## config.mk

```make
export PLATFORM = sky130hd
export DESIGN_NAME = tlis_test_unit
export DESIGN_NICKNAME = d
export VERILOG_FILES = /design/src/tlis_pkg.sv /design/src/tlis_test_unit.sv
export SDC_FILE = /design/constraint.sdc
export NUM_CORES = 2
export LEC_CHECK = 0
export BUFFER_PORTS_ARGS = -buffer_cell sky130_fd_sc_hd__buf_2
export CORE_MARGIN = 2
export CORE_UTILIZATION = 39
export DETAILED_ROUTE_END_ITERATION = 12
export SYNTH_ARGS = -nofsm -noshare
export SYNTH_HDL_FRONTEND = slang
export SYNTH_SLANG_ARGS = --single-unit
```

## constraint.sdc

```tcl
create_clock -name clk -period 22.3 [get_ports clk]
set_input_delay 5.575 -clock clk [delete_from_list [all_inputs] [get_ports clk]]
set_output_delay 5.575 -clock clk [all_outputs]
set_load 0.05 [all_outputs]
```

## src/tlis_pkg.sv

```systemverilog
// Package: shared constants and types for the two-line inlier search.
package tlis_pkg;

  localparam int MaxPointsDefault = 64;
  localparam int CoordBitsDefault = 12;
  localparam logic [7:0] RadiusReset = 8'd20;

  // Register map (byte addresses)
  localparam logic [1:0] AddrRadius = 2'd0;

  // Sequencer states
  typedef enum logic [3:0] {
    ST_LOAD,
    ST_FETCH_I,
    ST_FETCH_J,
    ST_FETCH_K,
    ST_TEST,
    ST_MUL1,
    ST_MUL2,
    ST_DECIDE,
    ST_PAIR_END,
    ST_OUT
  } seq_state_t;

  // Test unit status back to the sequencer
  typedef struct packed {
    logic inlier;
  } unit_status_t;

endpackage

```

## src/tlis_test_unit.sv

```systemverilog
// Shared distance test unit: one step per cycle as chosen by step, over three steps.
module tlis_test_unit #(
  parameter int CoordBits = tlis_pkg::CoordBitsDefault
) (
  input  logic                 clk,
  input  logic [1:0]           step,
  input  logic [CoordBits-1:0] xi,
  input  logic [CoordBits-1:0] yi,
  input  logic [CoordBits-1:0] xj,
  input  logic [CoordBits-1:0] yj,
  input  logic [CoordBits-1:0] xk,
  input  logic [CoordBits-1:0] yk,
  input  logic [7:0]           radius,
  output tlis_pkg::unit_status_t status
);

  localparam int DW = CoordBits + 1;
  localparam int PW = 2 * DW;
  localparam int NW = PW + 1;
  localparam int LW = PW + 1;
  localparam int RW = 2 * 9;

  logic signed [DW-1:0] a, b, dx, dy;
  logic signed [PW-1:0] p0, p1;
  logic signed [NW-1:0] n;
  logic        [NW-1:0] mag;
  logic        [LW-1:0] len2;
  logic        [2*NW-1:0] lhs;
  logic        [RW-1:0] r2;
  logic        [RW+LW-1:0] rhs;

  assign a  = $signed({1'b0, xj}) - $signed({1'b0, xi});
  assign b  = $signed({1'b0, yj}) - $signed({1'b0, yi});
  assign dx = $signed({1'b0, xk}) - $signed({1'b0, xi});
  assign dy = $signed({1'b0, yk}) - $signed({1'b0, yi});

  // Step 0: cross products and squares; step 1: their products; step 2: final compare
  always_ff @(posedge clk) begin
    case (step)
      2'd0: begin
        p0 <= a * dy;
        p1 <= b * dx;
        len2 <= LW'(unsigned'(PW'(a * a))) + LW'(unsigned'(PW'(b * b)));
        r2 <= RW'((9'({1'b0, radius}) + 9'd1) * (9'({1'b0, radius}) + 9'd1));
      end
      2'd1: begin
        lhs <= mag * mag;
        rhs <= RW'(r2) * len2;
      end
      default: ;
    endcase
  end

  assign n   = NW'(p0) - NW'(p1);
  assign mag = n[NW-1] ? NW'(-n) : n;
  assign status.inlier = (2*NW + 1)'(lhs) < (2*NW + 1)'(rhs);

endmodule

```

==> results.toml <==
[status]
status = "finished clean"

[clock_tree]
cts_max_level = 4
cts_buffers = 17
cts_hold_buf = 0
cts-root-buf = "clkbuf_16"
cts_max_path_buffers = 2
cts.sinks = 194
worstSkewPairLatency_ns = 0.52
cts_setup_buffers = 0
clk_pin_slew_ns = 0.09
cts_tree = "yes"
cts_resized = 0

[synth]
synth_async_sr_flop_share = 0
yosys_warnings = 0
yosysUniqueCellTypes = 78
synthFlopType = "edfxtp_1"
ys_ff_latch = 194
syn_area_mm2 = 0.0712
yosysTopAreaCell = "fa_1"
synth_area_leaders = "fa_1, ha_1, inv_1"
syn_avg_cell_area_um2 = 9.28
synth_edf_count = 194
synth_top_cell_area_share = 0.444
yosysSeqAreaShare = 0.0818
postSynthCellCount = 7669

[timing]
layout_min_cycle_time_ns = 15.41
fmaxAchievable_mhz = 64.9
setup_viol = 0
worstMarginPinSlew_ns = 1.21
final_hold_viol_count = 0
maxSlewHeadroom = 0.194
fin_skew_ns = 0.0176
setup_tns_ns = 0
grt_setup_unrepaired = "false"
slew_viol_final = 0
fin_crit_sh = 0.691

[detailed_routing]
routed_via_density = 5.01
drtPass1Iterations = 6
vias = 50451
drt_iter0_drc = 3088
drc = 0
wl_per_cell_um = 18.1
drt_wl_total_um = 183000
antenna_left = 0

[grt]
grt_max_degree = 71
grt_pass1_vias = 55807
grt_pass1_wl_um = 300000
grt_antenna_before_repair = 1
grt_overflow = 0
track_usage = 0.205

[critical_path]
crit_top_cell = "inv_1"
arrival_ns = 15.68
worstSetupPathType = "input port to register"
cp_slowest_cell = "a21boi_0"
worstPathRequired_ns = 22.57
cp_slowest_stage_delay_ns = 0.73
cp-start-kind = "input port"
endpoint_kind = "register"
crit_fanout = 23

[cells_and_area]
fin_area_mm2 = 0.0755
fin_nets = 10143
syn_to_final_growth_pct = 6.06
nFillCells = 17916
drive_gt1_frac = 0.0400

[floorplan]
dieArea_mm2 = 0.186
rows = 156
die_h_um = 431
start_util = 0.393
core_mm2 = 0.181
fp.dieW_um = 431
pin_count = 84

[job]
drv_cap = 0

[place]
io_buffer_count = 83
gp_congestion = 0.923
placed_area_mm2 = 0.0749
hpwlAfterDp_um = 150000

[hold_path]
hold_path.class = "register to register"
metal layers:
metal | share of wire | wire length, um | global-route usage | vias to the layer above
met2 | 0.51 | 92800 | 0.364 | 1252
met4 | 0.037 | 6710 | 0.0687 | 0
met3 | 0.048 | 8830 | 0.0239 | 281
met5 | 0 | 0 | 0 | -
met1 | 0.41 | 74400 | 0.260 | 25952
li1 | - | - | - | 22966
logic make-up after synthesis:
kind of cell               synth area share
xor gates and xnor gates             0.0418
adders and majority gates             0.582
other                              0.000105
buffers and inverters                 0.117
muxes                              0.000633
DFF                                  0.0818
and+or+nand+nor                       0.116
AOI/OAI and AO/OA                    0.0607
area by class of cell:
type / count / area [um2] / area share
clock buffer: 17 / 425 / 0.00563
timing repair buffer: 208 / 1350 / 0.0179
multi-input combinational: 5283 / 57300 / 0.758
antenna: 1 / 2.50 / 0.0000331
inverter: 1990 / 7470 / 0.0989
clock inverter: 15 / 208 / 0.00275
sequential: 194 / 5830 / 0.0771
tap: 2370 / 2970 / 0.0393
metrics by stage:
stage                     instances  setup slack, ns  utilization  hold WS, ns
final                         10078             6.89        0.417        0.928
after global placement        10045             6.37        0.413        0.918
after global routing          10078             6.18        0.417         1.01
after CTS                     10077             6.83        0.417        0.942
after detailed placement      10045             6.33        0.413        0.919
after floorplan                7694             7.87            -        0.611
flip-flops by register name (all words and copies together), names as in the netlist:
name	count
lhs	53
rhs	45
len2	27
p0	26
p1	26
r2	17
cell usage after synthesis, types with 5 or more instances:
library cell	instances
or2_2	23
inv_1	1973
nor3b_1	6
and2_1	224
edfxtp_1	194
o21bai_1	45
nand2b_1	25
buf_1	10
o211ai_1	8
o21ai_0	101
nor2b_1	53
or3_1	11
a21o_1	116
nand2_1	911
fa_1	1578
nand3b_1	5
clkinv_1	12
a31o_2	5
a31oi_1	24
o31a_1	5
o21ai_1	6
and3_1	22
buf_2	7
a41oi_1	6
clkbuf_1	208
xnor2_1	234
o21a_1	30
ha_1	788
a21boi_0	9
a2111oi_0	5
a221oi_1	5
a211oi_1	23
nor2_1	468
nor4_1	8
nand3_1	43
nor3_1	40
xor2_1	100
o31ai_1	11
inv_2	5
nand4_1	17
a21oi_1	235
critical path, delay by kind of cell:
family,cells,cell delay [ns]
AO/OA/AOI/OAI,18,3.97
buffers and inverters,11,1.29
adder cells (fa/ha/maj),9,3.92
AND/OR/NAND/NOR,4,0.54
XOR/XNOR,2,0.38
cell usage in the layout, fill, tap and decap left out, types with 40 or more instances in the layout:
master / netlist / final
inv_1: 1973 / 1973
fa_1: 1578 / 1578
nand2_1: 911 / 911
ha_1: 788 / 788
nor2_1: 468 / 467
a21oi_1: 235 / 233
xnor2_1: 234 / 225
and2_1: 224 / 224
edfxtp_1: 194 / 194
buf_4: 0 / 125
a21o_1: 116 / 116
o21ai_0: 101 / 101
xor2_1: 100 / 95
buf_2: 7 / 83
nor2b_1: 53 / 52
o21bai_1: 45 / 45
nand3_1: 43 / 43
nor3_1: 40 / 40
worst paths after layout:
path	startpoint	to	slack, ns	cells past startpoint
worst max register to register	p0[0]	lhs[52]	9.77	38
worst min register to register	r2[0]	rhs[1]	0.93	2
worst min-delay path	r2[0]	rhs[1]	0.93	2
worst max-delay path	yi[1]	len2[26]	6.89	44
Power is left out: the tool's default activity adds up to more than one toggle a clock period on the data nets, which glitch-free logic cannot reach.
